**src/rtl/khct_pkg.sv**
```systemverilog
`timescale 1ns / 1ps
package khct_pkg;
	localparam int TableDepth = 4096;
	localparam int SlotW = $clog2(TableDepth);
	localparam int SizeW = 13;
	localparam int KmerLen = 21;
	localparam int KmerW = 62;
	localparam int KeyW = 2 * KmerLen;
	localparam int CountW = 32;
	localparam int HashW = 64;
	localparam int ShiftA = 6;
	localparam int ShiftB = 16;
	localparam int BaseCntW = $clog2(KmerLen + 1);
	localparam int RemStepW = $clog2(HashW + 1);
	localparam int MemW = 1 + KeyW + CountW;
	localparam int QDepth = 2;
	localparam int QPtrW = $clog2(QDepth);
	localparam int QCntW = $clog2(QDepth + 1);

	typedef struct packed {
		logic mode;
		logic [KmerW-1:0] kmer_bases;
	} in_word_t;

	typedef struct packed {
		logic found;
		logic [SlotW-1:0] slot;
		logic [CountW-1:0] occurrences;
		logic table_full;
	} out_word_t;

	typedef struct packed {
		logic mode;
		logic [KeyW-1:0] key;
		logic [SlotW-1:0] start;
	} job_t;

	function automatic logic [7:0] base_letter(input logic [1:0] b);
		logic [7:0] r;
		case (b)
			2'd0: r = 8'h41;
			2'd1: r = 8'h43;
			2'd2: r = 8'h47;
			default: r = 8'h54;
		endcase
		return r;
	endfunction
endpackage

```
**src/rtl/khct_if.sv**
```systemverilog
`timescale 1ns / 1ps
interface khct_in_if;
	import khct_pkg::*;
	logic valid;
	logic ready;
	in_word_t data;
	modport source(output valid, output data, input ready);
	modport sink(input valid, input data, output ready);
endinterface


```
**src/rtl/khct_front.sv**
```systemverilog
`timescale 1ns / 1ps
// hash one base per cycle, then restoring remainder one bit per cycle
module khct_front (
	input  logic clk,
	input  logic arst_n,
	input  logic [khct_pkg::SizeW-1:0] eff_size,
	khct_in_if.sink in_ch,
	output logic job_valid,
	input  logic job_ready,
	output khct_pkg::job_t job
);
	import khct_pkg::*;

	typedef enum logic [2:0] {
		F_IDLE = 3'b001,
		F_HASH = 3'b010,
		F_REM  = 3'b100
	} fstate_t;

	fstate_t state_q;
	logic [BaseCntW-1:0] cnt_q;
	logic [RemStepW-1:0] bit_q;
	logic [HashW-1:0] hash_q;
	logic [SizeW:0] rem_q;
	logic [KeyW-1:0] key_q;
	logic mode_q;
	logic done_q;
	logic [1:0] base;
	logic [SizeW:0] rem_sh;

	assign in_ch.ready = (state_q == F_IDLE) && !done_q;
	assign base = key_q[KeyW-1 -: 2];
	assign rem_sh = {rem_q[SizeW-1:0], hash_q[HashW-1]};
	assign job_valid = done_q;
	assign job.mode = mode_q;
	assign job.key = key_q;
	assign job.start = rem_q[SlotW-1:0];

	always_ff @(posedge clk or negedge arst_n) begin
		if (!arst_n) begin
			state_q <= F_IDLE;
			done_q <= 1'b0;
			cnt_q <= '0;
			bit_q <= '0;
		end else begin
			case (state_q)
				F_IDLE: begin
					if (done_q && job_ready) done_q <= 1'b0;
					if (in_ch.valid && in_ch.ready) begin
						mode_q <= in_ch.data.mode;
						key_q <= in_ch.data.kmer_bases[KeyW-1:0];
						hash_q <= '0;
						cnt_q <= '0;
						state_q <= F_HASH;
					end
				end
				F_HASH: begin
					hash_q <= HashW'(base_letter(base)) + (hash_q << ShiftA)
						+ (hash_q << ShiftB) - hash_q;
					key_q <= {key_q[KeyW-3:0], base};
					cnt_q <= cnt_q + 1'b1;
					if (cnt_q == BaseCntW'(KmerLen - 1)) begin
						rem_q <= '0;
						bit_q <= '0;
						state_q <= F_REM;
					end
				end
				F_REM: begin
					if (rem_sh >= {1'b0, eff_size}) rem_q <= rem_sh - {1'b0, eff_size};
					else rem_q <= rem_sh;
					hash_q <= {hash_q[HashW-2:0], 1'b0};
					bit_q <= bit_q + 1'b1;
					if (bit_q == RemStepW'(HashW - 1)) begin
						done_q <= 1'b1;
						state_q <= F_IDLE;
					end
				end
				default: state_q <= F_IDLE;
			endcase
		end
	end
endmodule

```
**src/flat_wrapper.sv**
```systemverilog
// flat-port wrapper written by rule: the top's interface ports become plain ports
module khct_front_flat import khct_pkg::*;
  (clk, arst_n, eff_size, job_valid, job_ready, job, in_ch_valid, in_ch_data, in_ch_ready);
  khct_in_if in_ch_i ();
  input  logic clk;
  input  logic arst_n;
  input  logic [khct_pkg::SizeW-1:0] eff_size;
  output logic job_valid;
  input  logic job_ready;
  output khct_pkg::job_t job;
  input wire logic [$bits(in_ch_i.valid)-1:0] in_ch_valid;
  input wire logic [$bits(in_ch_i.data)-1:0] in_ch_data;
  output wire logic [$bits(in_ch_i.ready)-1:0] in_ch_ready;
  assign in_ch_i.valid = in_ch_valid;
  assign in_ch_i.data = in_ch_data;
  assign in_ch_ready = in_ch_i.ready;
  khct_front u_core (.clk(clk), .arst_n(arst_n), .eff_size(eff_size), .in_ch(in_ch_i), .job_valid(job_valid), .job_ready(job_ready), .job(job));
endmodule
```
**config.mk**
```make
export PLATFORM = sky130hd
export DESIGN_NAME = khct_front_flat
export DESIGN_NICKNAME = d
export VERILOG_FILES = /design/src/rtl/khct_pkg.sv /design/src/rtl/khct_if.sv /design/src/rtl/khct_front.sv /design/src/flat_wrapper.sv
export SDC_FILE = /design/constraint.sdc
export NUM_CORES = 1
export LEC_CHECK = 0
export BUFFER_PORTS_ARGS = -buffer_cell sky130_fd_sc_hd__buf_2
export CAP_MARGIN = 20
export CELL_PAD_IN_SITES_DETAIL_PLACEMENT = 0
export CELL_PAD_IN_SITES_GLOBAL_PLACEMENT = 2
export CORE_UTILIZATION = 40
export CTS_CLUSTER_DIAMETER = 150
export DETAILED_ROUTE_END_ITERATION = 8
export PLACE_DENSITY = 0.9
export SYNTH_ARGS = -nofsm -noshare
export SYNTH_HDL_FRONTEND = slang
export SYNTH_SLANG_ARGS = --single-unit
export TNS_END_PERCENT = 10
```
**constraint.sdc**
```tcl
create_clock -name clk -period 16.11 [get_ports clk]
set_input_delay 0.8055 -clock clk [delete_from_list [all_inputs] [get_ports clk]]
set_output_delay 0.8055 -clock clk [all_outputs]
set_load 0.01 [all_outputs]
```
==> results by group <==
Status
  – Status: finished, final reports clean

Critical path
  – Origin of the critical flop-to-flop path: u_core.key_q[41]
  – Critical-path top delay cell: o41ai_2
  – Cell mode on critical path: ha_1
  – Arrival @ worst endpoint: 4.62 ns
  – Worst setup EP type: flip-flop
  – Reg2Reg Depth: 13
  – Critical path's top delay family: compound AO/OA/AOI/OAI gates
  – Required @ worst endpoint: 16.29 ns
  – R2R Setup Slk: 11.67 ns
  – Startpoint Class: flip-flop
  – Worst-path cell chain: ha_1 > or2_2 > ha_1 > ha_1 > a21oi_1 > a211o_1 > a31oi_2 > o41ai_2 > o2111ai_1 > and3_2 > a31oi_1 > or4b_1 > nand3_1
  – Crit path max fanout: 6
  – Crit Path Category: reg -> reg
  – Reg-to-reg endpoint: u_core.hash_q[60]
  – Slowest stage delay, CP: 0.91 ns
  – CP bufs+invs: 0

Clock network
  – Clock buffer count from CTS: 17
  – TritonCTS Sinks: 136
  – CTS tree: built
  – Hold_buf cts: 0
  – CTS root buffer: clkbuf_16
  – Clk slew on worst S/H paths: 0.07 ns
  – Clock Latency Late Sink: 0.43 ns
  – Max clock buf depth: 2
  – Postcts setup bufs: 0
  – Post-CTS sizing: 0
  – H-tree Lvls: 4

Yosys
  – Unique masters post-synth: 71
  – Seq/Total Area, Yosys: 0.339
  – FF+latch count, synth: 136
  – Ys flop type: edfxtp_1
  – Syn_nets: 1565
  – Mean area per synthesized cell: 8.79 um^2
  – Mapped Cells: 1344
  – EDFF count, synth: 120
  – Number of synthesis warnings: 0
  – Post-synthesis async set-or-reset flop share: 0.118
  – Post-Syn Area: 0.0118 mm^2

Timing
  – Worst slew margin: 0.312
  – Pins Over Slew Limit: 0
  – Slew @ Worst Pin: 1.02 ns
  – Setup Total Neg Slack: 0 ns
  – Ratio of final minimum period to clock period: 0.276
  – # setup viols final: 0
  – Fmax: 225 MHz
  – Minimum clock period: 4.44 ns
  – Clk_skew: 0.0122 ns
  – RSZ-0062 raised after global routing: false
  – Final hold viol count: 0
  – Final Hold Slack: 0.313 ns

Detailed routing
  – DR iter-0 viols: 852
  – DR vias/cell: 5.39
  – Drt pass-1 iters: 5
  – ANT nets after route: 0
  – DR WL/cell: 18.0 um
  – Via count: 9747
  – Routed WL: 32.7 mm
  – Residual DRC: 0

Pwr
  – Worst VDD drop: 0.0867 mV
  – Total power: 2790 uW
  – Lkg Pwr: 0.00609 uW
  – PwrDens: 211 mW/mm^2

Placed design
  – Cell total after placement: 1778
  – GP Congestion: 0.873
  – DP HPWL: 25.0 mm
  – Port-buffer cells: 116
  – Post-DP Area: 0.0126 mm^2

GRT
  – Overflow after GRT: 0
  – Overall Global Routing Usage: 0.219
  – Largest net degree at the start of global routing: 74
  – Initial antenna violation count: 0
  – First-pass GRT wire length: 51.7 mm
  – Number of global-route vias before repair: 9531

Layout
  – Fin nets: 1634
  – Antenna diodes: 0
  – Post-route cell area: 0.0132 mm^2
  – Layout area overhead: 11.9%
  – # fillers: 2925
  – Non-Filler Instances: 1810
  – Share of layout cells above drive strength 1: 0.123

Floorplanning
  – Starting Density: 0.410
  – Die Height: 174 um
  – Ports: 137
  – Die Wd: 174 um
  – Core area: 0.0289 mm^2
  – Row count: 62
  – Die ar.: 0.0302 mm^2

Flow run
  – Max_cap viols: 0

Worst hold path
  – Hold Path Class: in -> async
-- worst register-to-register path: cells and delay by family (launching register included) --
| kind | cells | cell delay, ns |
|---|---|---|
| and+or+nand+nor | 4 | 0.86 |
| adders and majority gates | 3 | 0.81 |
| DFF | 1 | 0.45 |
| AOI/OAI and AO/OA | 6 | 2.12 |
-- layout by cell type (no fill, tap or decap), drive strengths merged, types with 35 or more instances in the layout --
| master | n |
|---|---|
| buf | 124 |
| xor2 | 35 |
| nor2 | 62 |
| ha | 92 |
| inv | 196 |
| o22ai | 50 |
| edfxtp | 120 |
| xnor2 | 35 |
| o21ai | 56 |
| nand2 | 216 |
| fa | 49 |
| a21oi | 93 |
| a21o | 35 |
-- kinds of logic after synthesis --
family	Yosys count	share of synthesized area
AO/OA/AOI/OAI	326	0.178
XOR/XNOR	70	0.0519
adder cells (fa/ha/maj)	141	0.180
buffers and inverters	261	0.0886
flip-flops	136	0.339
multiplexers	16	0.0135
AND/OR/NAND/NOR	394	0.149
-- cells in the mapped netlist (5+ instances only) --
master	number	share of area
nand2b_1	5	0.0026
o21ai_0	37	0.016
mux2i_1	16	0.014
a211oi_1	7	0.0044
clkbuf_1	44	0.014
o2111ai_1	5	0.0037
o21bai_1	17	0.011
o21ai_1	18	0.0076
fa_1	49	0.083
xnor2_1	35	0.026
and3_1	5	0.0026
nor3_1	14	0.0059
xor2_1	35	0.026
o211ai_1	7	0.0044
a21oi_1	92	0.039
nand2_1	216	0.069
a31oi_1	10	0.0053
buf_4	14	0.0089
buf_2	12	0.0051
nor2_1	62	0.020
nand3_1	26	0.011
a21o_1	35	0.022
nor2b_1	11	0.0058
a21boi_1	5	0.0032
ha_1	92	0.097
edfxtp_1	120	0.30
o22ai_1	50	0.026
inv_1	187	0.059
nand4_1	22	0.012
o21a_1	7	0.0044
dfrtp_1	15	0.032
-- layer usage --
| metal | global-route usage | part of all wire | vias up |
|---|---|---|---|
| li1 | - | - | 4780 |
| met1 | 0.310 | 0.47 | 4676 |
| met2 | 0.337 | 0.45 | 256 |
| met3 | 0.0446 | 0.055 | 35 |
| met4 | 0.0651 | 0.021 | 0 |
| met5 | 0 | 0 | - |
-- flip-flops by register name (all words and copies together) (netlist names) --
| register | cells |
|---|---|
| u_core.key_q | 42 |
| u_core.cnt_q | 5 |
| u_core.job_valid | 1 |
| u_core.bit_q | 7 |
| u_core.mode_q | 1 |
| u_core.state_q | 3 |
| u_core.rem_q | 13 |
| u_core.hash_q | 64 |
-- area by class of cell --
cell class	instances	area, um^2	share of cell area
Clock buffer	17	425	0.0322
Clock inverter	15	178	0.0134
Inverter	187	702	0.0531
Multi-Input combinational cell	947	6790	0.514
Sequential cell	136	4010	0.303
Tap cell	384	480	0.0363
Timing Repair Buffer	124	641	0.0484
-- stage by stage --
step / utilization / setup WS, ns
5_1_grt: 0.458 / 11.47
3_5_place_dp: 0.437 / 11.77
6_report: 0.458 / 11.67
2_1_floorplan: - / 9.31
3_3_place_gp: 0.437 / 11.73
4_1_cts: 0.458 / 11.74
-- power by group --
group / switching, uW / total, uW / internal, uW
sequential: 44.2 / 533 / 489
combinational: 1160 / 1860 / 696
clock: 179 / 401 / 222
-- worst max-delay path by stage --
stage,depth (start not counted),slack [ns],startpoint,end
finish,13,11.67,u_core.key_q[41],u_core.hash_q[60]
global placement,13,11.73,u_core.key_q[41],u_core.hash_q[60]
global route,13,11.47,u_core.key_q[41],u_core.hash_q[60]
detailed placement,13,11.77,u_core.key_q[41],u_core.hash_q[60]
floorplan,4,9.31,u_core.state_q[0],u_core.hash_q[0]
CTS,13,11.74,u_core.key_q[41],u_core.hash_q[60]
Note: power is estimated with default switching activity, not from simulation.
