$ cat src/rtl/khct_pkg.sv
`timescale 1ns / 1ps
package khct_pkg;
	localparam int TableDepth = 4096;
	localparam int SlotW = $clog2(TableDepth);
	localparam int SizeW = 13;
	localparam int KmerLen = 21;
	localparam int KmerW = 62;
	localparam int KeyW = 2 * KmerLen;
	localparam int CountW = 32;
	localparam int HashW = 64;
	localparam int ShiftA = 6;
	localparam int ShiftB = 16;
	localparam int BaseCntW = $clog2(KmerLen + 1);
	localparam int RemStepW = $clog2(HashW + 1);
	localparam int MemW = 1 + KeyW + CountW;
	localparam int QDepth = 2;
	localparam int QPtrW = $clog2(QDepth);
	localparam int QCntW = $clog2(QDepth + 1);

	typedef struct packed {
		logic mode;
		logic [KmerW-1:0] kmer_bases;
	} in_word_t;

	typedef struct packed {
		logic found;
		logic [SlotW-1:0] slot;
		logic [CountW-1:0] occurrences;
		logic table_full;
	} out_word_t;

	typedef struct packed {
		logic mode;
		logic [KeyW-1:0] key;
		logic [SlotW-1:0] start;
	} job_t;

	function automatic logic [7:0] base_letter(input logic [1:0] b);
		logic [7:0] r;
		case (b)
			2'd0: r = 8'h41;
			2'd1: r = 8'h43;
			2'd2: r = 8'h47;
			default: r = 8'h54;
		endcase
		return r;
	endfunction
endpackage

$ cat src/rtl/khct_queue.sv
`timescale 1ns / 1ps
module khct_queue (
	input  logic clk,
	input  logic arst_n,
	input  logic wr_valid,
	output logic wr_ready,
	input  khct_pkg::job_t wr_data,
	output logic rd_valid,
	input  logic rd_ready,
	output khct_pkg::job_t rd_data
);
	import khct_pkg::*;
	job_t buf_q [QDepth];
	logic [QPtrW-1:0] wp_q, rp_q;
	logic [QCntW-1:0] cnt_q;
	logic push, pop;

	assign wr_ready = cnt_q != QCntW'(QDepth);
	assign rd_valid = cnt_q != '0;
	assign rd_data = buf_q[rp_q];
	assign push = wr_valid && wr_ready;
	assign pop = rd_valid && rd_ready;

	always_ff @(posedge clk) begin
		if (push) buf_q[wp_q] <= wr_data;
	end

	always_ff @(posedge clk or negedge arst_n) begin
		if (!arst_n) begin
			wp_q <= '0;
			rp_q <= '0;
			cnt_q <= '0;
		end else begin
			if (push) wp_q <= wp_q + 1'b1;
			if (pop) rp_q <= rp_q + 1'b1;
			cnt_q <= cnt_q + QCntW'(push) - QCntW'(pop);
		end
	end
endmodule

$ cat config.mk
export PLATFORM = sky130hd
export DESIGN_NAME = khct_queue
export DESIGN_NICKNAME = d
export VERILOG_FILES = /design/src/rtl/khct_pkg.sv /design/src/rtl/khct_queue.sv
export SDC_FILE = /design/constraint.sdc
export NUM_CORES = 1
export LEC_CHECK = 0
export BUFFER_PORTS_ARGS = -buffer_cell sky130_fd_sc_hd__buf_4
export CAP_MARGIN = 20
export CELL_PAD_IN_SITES_DETAIL_PLACEMENT = 1
export CELL_PAD_IN_SITES_GLOBAL_PLACEMENT = 1
export CORE_MARGIN = 2
export CORE_UTILIZATION = 39
export DETAILED_ROUTE_END_ITERATION = 8
export PLACE_DENSITY = 0.76
export SETUP_SLACK_MARGIN = 0.05
export SYNTH_ARGS = -nofsm -noshare
export SYNTH_HDL_FRONTEND = slang
export SYNTH_SLANG_ARGS = --single-unit
$ cat constraint.sdc
create_clock -name clk -period 3.4 [get_ports clk]
set_input_delay 0.68 -clock clk [delete_from_list [all_inputs] [get_ports clk]]
set_output_delay 0.68 -clock clk [all_outputs]
set_load 0.02 [all_outputs]
==> results of run 1 <==
-- final timing paths --
path | start | end | slack, ns | depth (start not counted)
min reg2reg | wp_q | wp_q | 0.56 | 1
min in group asynchronous | arst_n | cnt_q[0] | 0.53 | 2
min | wr_data[49] | buf_q[0][49] | 0.37 | 1
max in group asynchronous | arst_n | rp_q | 2.75 | 2
max reg2reg | cnt_q[0] | buf_q[1][35] | 1.49 | 3
max | rp_q | rd_data[54] | 0.63 | 3
-- cell families (layout without fill, tap and decap cells) --
family          after synthesis  count (layout)
simple gates                 10              10
fa+ha+maj                     1               1
buf+inv                       6             151
flops                       114             114
compound gates                4               4
mux                          55              55
xor+xnor                      3               3
-- routing by layer --
| layer | part of all wire (%) | up-vias | track usage (%) |
|---|---|---|---|
| met5 | 0 | - | 0 |
| met4 | 1.6 | 0 | 7.051 |
| met3 | 5.7 | 10 | 4.964 |
| met2 | 53 | 71 | 23.72 |
| met1 | 40 | 1064 | 15.82 |
| li1 | - | 1034 | - |
-- area by class of cell --
cell class	count	area, um^2	share of cell area (%)
flip-flops and latches	114	3405	59.22
clock buffers	22	432.9	7.530
repair buffers	120	928.4	16.15
multi-input cells	73	747.0	12.99
clock inverters	9	66.31	1.153
well taps	136	170.2	2.960
-- per-stage QoR --
stage	hold WS (ns)	setup slack [ns]	total power (W)
CTS	0.3416	0.5535	0.005352
global placement	0.4852	1.101	0.003806
finish	0.3701	0.6343	0.005264
detailed placement	0.4848	1.083	0.003845
global route	0.3344	0.5144	0.005525
floorplan	0.3844	0.7352	0.003149
-- power breakdown --
group | switching (W) | total (W) | internal [W] | leakage [nW]
Sequential | 0.000146 | 0.00207 | 0.00192 | 1.07
Combinational | 0.000899 | 0.00171 | 0.000809 | 0.851
Clock | 0.000539 | 0.00149 | 0.000946 | 0.249
Total | 0.00158 | 0.00526 | 0.00368 | 2.17
-- worst max-delay path: cells and delay by family (launching register included) --
kind     cells  cell delay, ns
buf+inv      2            0.44
flops        1            0.77
mux          1            0.37
-- cells in the final DEF (no fill, tap or decap), types with 2 or more instances in the layout --
| cell type | Yosys | layout |
|---|---|---|
| sky130_fd_sc_hd__buf_4 | 1 | 117 |
| sky130_fd_sc_hd__dfrtp_1 | 4 | 3 |
| sky130_fd_sc_hd__xnor2_1 | 3 | 3 |
| sky130_fd_sc_hd__nand2_1 | 2 | 2 |
| sky130_fd_sc_hd__mux2_2 | 55 | 55 |
| sky130_fd_sc_hd__nor2_1 | 3 | 2 |
| sky130_fd_sc_hd__edfxtp_1 | 110 | 110 |
| sky130_fd_sc_hd__clkbuf_16 | 0 | 16 |
| sky130_fd_sc_hd__clkbuf_1 | 0 | 5 |
| sky130_fd_sc_hd__clkinv_1 | 0 | 3 |
| sky130_fd_sc_hd__clkinv_2 | 0 | 5 |
| sky130_fd_sc_hd__buf_12 | 0 | 2 |
-- state kept, by name, indices dropped and copies added, names as in the netlist --
signal,flops
buf_q,110
cnt_q,2
rp_q,1
wp_q,1
==> results.cfg, run 1 <==
[status]
run_status = completed

[floorplan]
initial_utilization_pct = 40.49
die_h_um = 107.8
design.die.area_mm2 = 0.01161
core-area_mm2 = 0.01037
chipWidth_um = 107.8
placementRows = 37
io_pins = 116

[placement]
gpl.final_weighted_congestion = 0.6665
port-buffer-count = 115
post_placement_cell_count = 442
placed_cell_area_mm2 = 0.005240
post-dp-hpwl_um = 5029

[logic_synthesis]
most_used_dff_post_synth = sky130_fd_sc_hd__edfxtp_1
synthSimpleGateAreaFrac_pct = 1.162
synth_most_common_cell = sky130_fd_sc_hd__edfxtp_1
synth.largest_area_cell = sky130_fd_sc_hd__edfxtp_1
post_synth_mux_area_share_pct = 14.75
synthTopCellsByArea = sky130_fd_sc_hd__edfxtp_1 (79%), sky130_fd_sc_hd__mux2_2 (15%), sky130_fd_sc_hd__dfrtp_1 (2.4%)
synthesis.nets = 253
asyncSetResetFlopFracSynth_pct = 3.509
synth_fa_ha_area_share_pct = 0.2980
most_used_standard_cells_in_the_synthesized_netlist = sky130_fd_sc_hd__edfxtp_1 (110), sky130_fd_sc_hd__mux2_2 (55), sky130_fd_sc_hd__buf_6 (4), sky130_fd_sc_hd__dfrtp_1 (4)
synth_top_family_by_area = multiplexers
synth-warning-count = 0
synth_cell_types = 19
synth_enable_flop_cells = 110
post_synth.cell_area_avg_um2 = 21.76
post_synthesis_share_of_cell_area_spent_on_xor_and_xnor_gates_pct = 0.6257
synth.yosys.seq_area_share_pct = 81.05
postSynthRegisterBits = 114
synthesis.area_mm2 = 0.004199
post-synth-top-area-fraction_pct = 78.67
syn-instance-count = 193
synth-compound-area-share_pct = 0.7449

[pwr]
power.density_mw_per_mm2 = 915.6
vdd_drop_max_mv = 0.3776
power.static_leakage_nw = 2.170

[drt]
drt.antenna.violating_nets = 0
post-route-drc-count = 0
routed_wl_um = 7645
detail_route.wl_per_cell_um = 16.13
dr_total_vias = 2179
viasPerCell = 4.597
detailedRoute.firstIterationViolations = 49
drtPass1Iterations = 4

[grt]
first_global_vias = 2443
grt_first_pass_wirelength_um = 11900
grt-ovfl-total = 0
largest_net_degree_at_the_start_of_global_routing = 33
grt.total_usage_pct = 14.09
antenna_found_initial = 0

[final_layout]
post-route-cell-area_mm2 = 0.005749
insertedDiodeCount = 0
final_layout_size_suffix_gt1_share_pct = 59.47
final.fill_count = 991
area_growth_pct = 36.92
final_cells = 474
nets = 386
post-route-util_pct = 55.44

[clock_network]
cts_max_path_buffers = 2
cts_tree = built
cts_sinks = 114
cts_resized = 0
ctsHoldBuffers = 1
cts_inserted_buffers = 17
cts_htree_levels = 4
latest_clock_arrival_within_the_worst_skew_pair_ns = 0.49
clk_root_buf = sky130_fd_sc_hd__clkbuf_8
cts.clk_slew.worst_paths_ns = 0.06
post_cts_setup_driven_buffer_insertion_count = 0

[sta]
timing.max_slew.rel_slack_pct = 58.06
final-max-slew-violation-count = 0
fmaxAchievable_mhz = 361.6
post-route-min-period_ns = 2.766
worst_clock_skew_ns = 0.008929
timing.final.crit_share_pct = 81.34
timing_hold_violations_final = 0
rsz0062_at_grt = no
worstMarginPinSlew_ns = 0.6291
setup_viol = 0
fin_tns_setup_ns = 0

[setup_path]
worstPathCellList = buf_12 -> mux2_2 -> buf_4
critPathMaxFanout = 31
setup.worst_path.end_class = output port
critPathMaxStageDelay_ns = 0.77
worst_ep_arrival_time_ns = 2.09
timing.critical_path.from_type = flop
critical_path_required_ns = 2.72
worst_path_max_delay_cell = sky130_fd_sc_hd__dfrtp_2
worst-setup-path-type = reg2out

[run]
max_cap_viol_count = 0

[hold_path]
timing.hold.worst.class = in2reg
Power figures use the tool's default switching activity.
==> run 2: changes to the inputs <==
--- a/config.mk
+++ b/config.mk
@@ -5,12 +5,13 @@
 export SDC_FILE = /design/constraint.sdc
 export NUM_CORES = 1
 export LEC_CHECK = 0
+export ABC_AREA = 1
 export BUFFER_PORTS_ARGS = -buffer_cell sky130_fd_sc_hd__buf_4
 export CAP_MARGIN = 20
 export CELL_PAD_IN_SITES_DETAIL_PLACEMENT = 1
 export CELL_PAD_IN_SITES_GLOBAL_PLACEMENT = 1
 export CORE_MARGIN = 2
-export CORE_UTILIZATION = 39
+export CORE_UTILIZATION = 37
 export DETAILED_ROUTE_END_ITERATION = 8
 export PLACE_DENSITY = 0.76
 export SETUP_SLACK_MARGIN = 0.05
==> constraint.sdc (replaced) <==
create_clock -name clk -period 2.25 [get_ports clk]
set_input_delay 0.45 -clock clk [delete_from_list [all_inputs] [get_ports clk]]
set_output_delay 0.45 -clock clk [all_outputs]
set_load 0.02 [all_outputs]
==> results.cfg, run 2 <==
[clock_network]
cts_tree = built
cts_inserted_buffers = 17
cts_max_path_buffers = 2
cts_htree_levels = 4
latest_clock_arrival_within_the_worst_skew_pair_ns = 0.40
cts_sinks = 114
post_cts_setup_driven_buffer_insertion_count = 0
clk_root_buf = sky130_fd_sc_hd__clkbuf_16
cts.clk_slew.worst_paths_ns = 0.06

[logic_synthesis]
synthesis.area_mm2 = 0.004274
asyncSetResetFlopFracSynth_pct = 3.509
synth.largest_area_cell = sky130_fd_sc_hd__edfxtp_1
most_used_dff_post_synth = sky130_fd_sc_hd__edfxtp_1
synth.yosys.seq_area_share_pct = 79.63
post-synth-top-area-fraction_pct = 77.28
synthesis.nets = 379
synthTopCellsByArea = sky130_fd_sc_hd__edfxtp_1 (77%), sky130_fd_sc_hd__nand2_1 (15%), sky130_fd_sc_hd__buf_6 (2.4%)
synth_enable_flop_cells = 110
post_synth.cell_area_avg_um2 = 13.40
synth-warning-count = 0
postSynthRegisterBits = 114
synth_cell_types = 16
synth_most_common_cell = sky130_fd_sc_hd__nand2_1
syn-instance-count = 319
most_used_standard_cells_in_the_synthesized_netlist = sky130_fd_sc_hd__nand2_1 (172), sky130_fd_sc_hd__edfxtp_1 (110), sky130_fd_sc_hd__buf_6 (9)

[pwr]
report.power.total_w = 0.008893
vdd_drop_max_mv = 0.5961
power.static_leakage_nw = 2.542
power.density_mw_per_mm2 = 1505

[grt]
antenna_found_initial = 0
grt_first_pass_wirelength_um = 14990
first_global_vias = 3006
largest_net_degree_at_the_start_of_global_routing = 34
grt.total_usage_pct = 15.87
grt-ovfl-total = 0

[sta]
setup_viol = 0
timing_hold_violations_final = 0
timing.max_slew.rel_slack_pct = 68.90
worstMarginPinSlew_ns = 0.4665
fmaxAchievable_mhz = 482.5
post-route-min-period_ns = 2.073
rsz0062_at_grt = no
fin_tns_setup_ns = 0
timing.final.crit_share_pct = 92.12
setup_slack_ns = 0.1773
final-max-slew-violation-count = 0
worst_clock_skew_ns = 0.01227

[floorplan]
die_h_um = 111.5
placementRows = 39
chipWidth_um = 111.5
initial_utilization_pct = 37.59
io_pins = 116
core-area_mm2 = 0.01137
design.die.area_mm2 = 0.01243

[final_layout]
largest_register_ffs = 110
post-route-util_pct = 51.96
final.fill_count = 1157
final_layout_size_suffix_gt1_share_pct = 34.20
area_growth_pct = 38.23
registers.top_by_ff_count = buf_q
nets = 510
seqCellArea_mm2 = 0.003405
layout_commonest_cell = sky130_fd_sc_hd__nand2_1
multi_input_comb_area_um2 = 733.2
layout.cells.most_common_list = sky130_fd_sc_hd__nand2_1 (172), sky130_fd_sc_hd__buf_4 (120), sky130_fd_sc_hd__edfxtp_1 (110)
insertedDiodeCount = 0
reg_top3 = buf_q x110, cnt_q x2

[drt]
drt.antenna.violating_nets = 0
detailedRoute.firstIterationViolations = 113
detail_route.wl_per_cell_um = 15.59
post-route-drc-count = 0
routed_wl_um = 9432
drtPass1Iterations = 4
viasPerCell = 4.575
dr_total_vias = 2768

[setup_path]
worst_path_max_delay_cell = sky130_fd_sc_hd__dfrtp_2
reg2reg_slack_ns = 0.65
timing.critical_path.from_type = flop
critical_path_required_ns = 1.80
worst_ep_arrival_time_ns = 1.62
critPathMaxFanout = 19
critPathMaxStageDelay_ns = 0.56
worstPathCellList = buf_4 -> nand2_1 -> nand2_1 -> buf_4
worst-setup-path-type = reg2out
setup.worst_path.end_class = output port

[run]
max_cap_viol_count = 0

[status]
run_status = completed

[placement]
post-dp-hpwl_um = 6233
gpl.final_weighted_congestion = 0.7418
port-buffer-count = 115
dpl_ws_ns = 0.5116

[hold_path]
timing.hold.worst.class = in2reg
-- run 2: changes by cell type in the layout (fill, tap and decap cells not counted), sizes merged, moves of 2 or more --
cell,before,now
nand2,2,174
mux2,55,0
inv,0,8
buf,119,123
clkbuf,22,18
bufinv,1,4
xnor2,3,0
clkinvlp,0,2
nor2,3,5
-- run 2: worst max-delay path: cells and delay by family, from the launching register on --
kind | cells | cell delay (ns)
flip-flops | 1 | 0.56
buffers and inverters | 2 | 0.45
AND/OR/NAND/NOR | 2 | 0.21
-- run 2: power by group --
| group | internal, W | switching, W |
|---|---|---|
| combinational | 0.00110 | 0.00193 |
| clock | 0.00185 | 0.000931 |
| sequential | 0.00290 | 0.000187 |
| total | 0.00585 | 0.00305 |
-- run 2: layout make-up --
cell class,count,area share (%)
repair buffers,124,15.99
clock inverters,13,3.177
clock buffers,18,7.264
flip-flops and latches,114,57.62
multi-input cells,185,12.41
inverters,8,0.5083
well taps,143,3.028
-- run 2: worst paths after layout --
| check | depth (start not counted) | from | end |
|---|---|---|---|
| worst min-delay path | 1 | wr_data[38] | buf_q[0][38] |
| worst max-delay path | 4 | rp_q | rd_data[29] |
| worst min register to register | 1 | cnt_q[0] | cnt_q[0] |
| min in group asynchronous | 2 | arst_n | cnt_q[0] |
| worst max register to register | 4 | cnt_q[1] | buf_q[0][21] |
| max in group asynchronous | 2 | arst_n | rp_q |
-- run 2: logic make-up (layout without fill, tap and decap cells) --
kind of cell / Yosys count / in the layout / synth area share (%)
simple gates: 181 / 181 / 16.13
flops: 114 / 114 / 79.63
buf+inv: 20 / 163 / 3.513
compound gates: 2 / 2 / 0.2340
fa+ha+maj: 1 / 1 / 0.2927
xor+xnor: 1 / 1 / 0.2050
-- run 2: metal layers --
| layer | vias to the layer above | GRT usage (%) | part of all wire (%) |
|---|---|---|---|
| met5 | - | 0 | 0 |
| met4 | 0 | 5.185 | 0.96 |
| met3 | 8 | 6.042 | 5.5 |
| met2 | 78 | 28.86 | 55 |
| met1 | 1353 | 17.00 | 38 |
| li1 | 1329 | - | - |
-- run 2: through the flow --
stage | hold WS (ns) | std cells | area (um^2)
finish | 0.2319 | 605 | 5908
global route | 0.2077 | 605 | 5908
CTS | 0.2129 | 605 | 5897
detailed placement | 0.2570 | 573 | 5270
global placement | 0.2537 | 573 | 5270
floorplan | 0.1544 | 319 | 4287
-- run 2: repair_timing --
item | 4_1_cts | 5_1_grt
resized for setup | 0 | 3
endpoints found under the hold margin | 4 | 0
endpoints found under the setup margin | 0 | 34
hold buffers | 1 | 0
==> run 3: changes to the inputs <==
--- a/config.mk
+++ b/config.mk
@@ -10,9 +10,10 @@
 export CAP_MARGIN = 20
 export CELL_PAD_IN_SITES_DETAIL_PLACEMENT = 1
 export CELL_PAD_IN_SITES_GLOBAL_PLACEMENT = 1
-export CORE_MARGIN = 2
+export CORE_MARGIN = 4
 export CORE_UTILIZATION = 37
 export DETAILED_ROUTE_END_ITERATION = 8
+export MAX_ROUTING_LAYER = met4
 export PLACE_DENSITY = 0.76
 export SETUP_SLACK_MARGIN = 0.05
 export SYNTH_ARGS = -nofsm -noshare
==> results.cfg, run 3 (synthesis gave the netlist of run 2 again) <==
[final_layout]
post-route-cell-area_mm2 = 0.005788
layout.cells.most_common_list = sky130_fd_sc_hd__nand2_1 (172), sky130_fd_sc_hd__buf_4 (119), sky130_fd_sc_hd__edfxtp_1 (110)
insertedDiodeCount = 0
largest_register_ffs = 110
final_layout_size_suffix_gt1_share_pct = 33.48
layout_commonest_cell = sky130_fd_sc_hd__nand2_1
nets = 508
reg_top3 = buf_q x110, cnt_q x2
post-route-util_pct = 52.25
area_growth_pct = 35.42
registers.top_by_ff_count = buf_q

[pwr]
power.static_leakage_nw = 2.487
power.density_mw_per_mm2 = 1441
vdd_drop_max_mv = 0.6032

[status]
run_status = completed

[drt]
viasPerCell = 4.582
routed_wl_um = 9118
detailedRoute.firstIterationViolations = 100
detail_route.wl_per_cell_um = 15.20
post-route-drc-count = 0
dr_total_vias = 2749
drtPass1Iterations = 4
drt.antenna.violating_nets = 0

[setup_path]
critPathMaxStageDelay_ns = 0.41
worst_ep_arrival_time_ns = 1.49
critical_path_required_ns = 1.80
timing.critical_path.from_type = flop
setup.worst_path.end_class = output port
worst-setup-path-type = reg2out
critPathMaxFanout = 56
critical_path.n_buffers_inverters = 3
critical-path-top-delay-family = buffers and inverters
worst_path_max_delay_cell = sky130_fd_sc_hd__dfrtp_2
crit_path_frequent_cell = sky130_fd_sc_hd__nand2_1
worstPathCellList = inv_2 -> buf_12 -> nand2_1 -> nand2_1 -> buf_4

[grt]
grt.total_usage_pct = 14.68
grt_first_pass_wirelength_um = 14350
antenna_found_initial = 0
first_global_vias = 3015
largest_net_degree_at_the_start_of_global_routing = 57
grt-ovfl-total = 0

[sta]
setup_viol = 0
post-route-min-period_ns = 1.945
timing_hold_violations_final = 0
rsz0062_at_grt = no
fin_tns_setup_ns = 0
worst_clock_skew_ns = 0.004081
timing.final.crit_share_pct = 86.43
worstMarginPinSlew_ns = 0.3906
timing.max_slew.rel_slack_pct = 73.96
fmaxAchievable_mhz = 514.2
final-max-slew-violation-count = 0

[hold_path]
timing.hold.worst.class = in2reg

[floorplan]
chipWidth_um = 115.5
placementRows = 38
io_pins = 116
core-area_mm2 = 0.01108
design.die.area_mm2 = 0.01334
initial_utilization_pct = 38.58
die_h_um = 115.5

[run]
max_cap_viol_count = 0

[placement]
post-dp-hpwl_um = 6066
port-buffer-count = 115
placed_cell_area_mm2 = 0.005276
gpl.final_weighted_congestion = 0.7259

[clock_network]
cts_max_path_buffers = 2
cts_tree = built
latest_clock_arrival_within_the_worst_skew_pair_ns = 0.39
cts_htree_levels = 4
cts.clk_slew.worst_paths_ns = 0.05
clk_root_buf = sky130_fd_sc_hd__clkbuf_16
cts_resized = 0
cts_inserted_buffers = 17
cts_sinks = 114
post_cts_setup_driven_buffer_insertion_count = 0
ctsHoldBuffers = 1
-- run 3: path summary, 6_finish.rpt --
kind                                end   startpoint  slack, ns  cells past startpoint
setup / recovery            rd_data[17]         rp_q       0.31                      5
hold / removal             buf_q[1][50]  wr_data[50]       0.24                      1
setup reg to reg           buf_q[0][22]     cnt_q[1]       0.76                      4
hold reg to reg                cnt_q[0]     cnt_q[0]       0.57                      1
max in group asynchronous          rp_q       arst_n       1.73                      2
min in group asynchronous      cnt_q[0]       arst_n       0.40                      2
-- run 3: routing by layer --
layer / global-route usage (%) / wire, um / vias to the layer above / share of wire [%]
li1: - / - / 1324 / -
met1: 15.79 / 3606 / 1336 / 40
met2: 26.04 / 4909 / 82 / 54
met3: 4.856 / 532 / 7 / 5.8
met4: 3.834 / 70 / 0 / 0.77
met5: - / 0 / - / 0
-- run 3: cell type report --
type | instances | area [um^2]
fillers | 1143 | 5290
flip-flops and latches | 114 | 3405
repair buffers | 122 | 943.4
multi-input cells | 185 | 733.2
clock buffers | 18 | 429.2
well taps | 140 | 175.2
clock inverters | 13 | 72.57
inverters | 8 | 30.03
-- run 3: stage by stage --
step                cells  power [W]  hold slack, ns  worst slack, ns
finish                600   0.008339          0.2437           0.3054
floorplan             319   0.004953          0.1544           0.3047
global route          600   0.008869          0.2160           0.1982
global placement      568   0.006135          0.2518           0.7334
detailed placement    568   0.006231          0.2561           0.7135
CTS                   600   0.008496          0.2271           0.2747
-- run 3: where the power goes --
| part | switching [W] | internal [W] | total, W | leakage, nW |
|---|---|---|---|---|
| Clock | 0.000857 | 0.00137 | 0.00223 | 0.243 |
| Sequential | 0.000136 | 0.00290 | 0.00304 | 1.07 |
| Combinational | 0.00197 | 0.00110 | 0.00307 | 1.18 |
| Total | 0.00296 | 0.00538 | 0.00834 | 2.49 |
-- run 3: worst reg2reg max path, delay by kind of cell (launching register included) --
kind / cells / cell delay, ns
simple gates: 3 / 0.35
buf+inv: 1 / 0.36
flops: 1 / 0.42
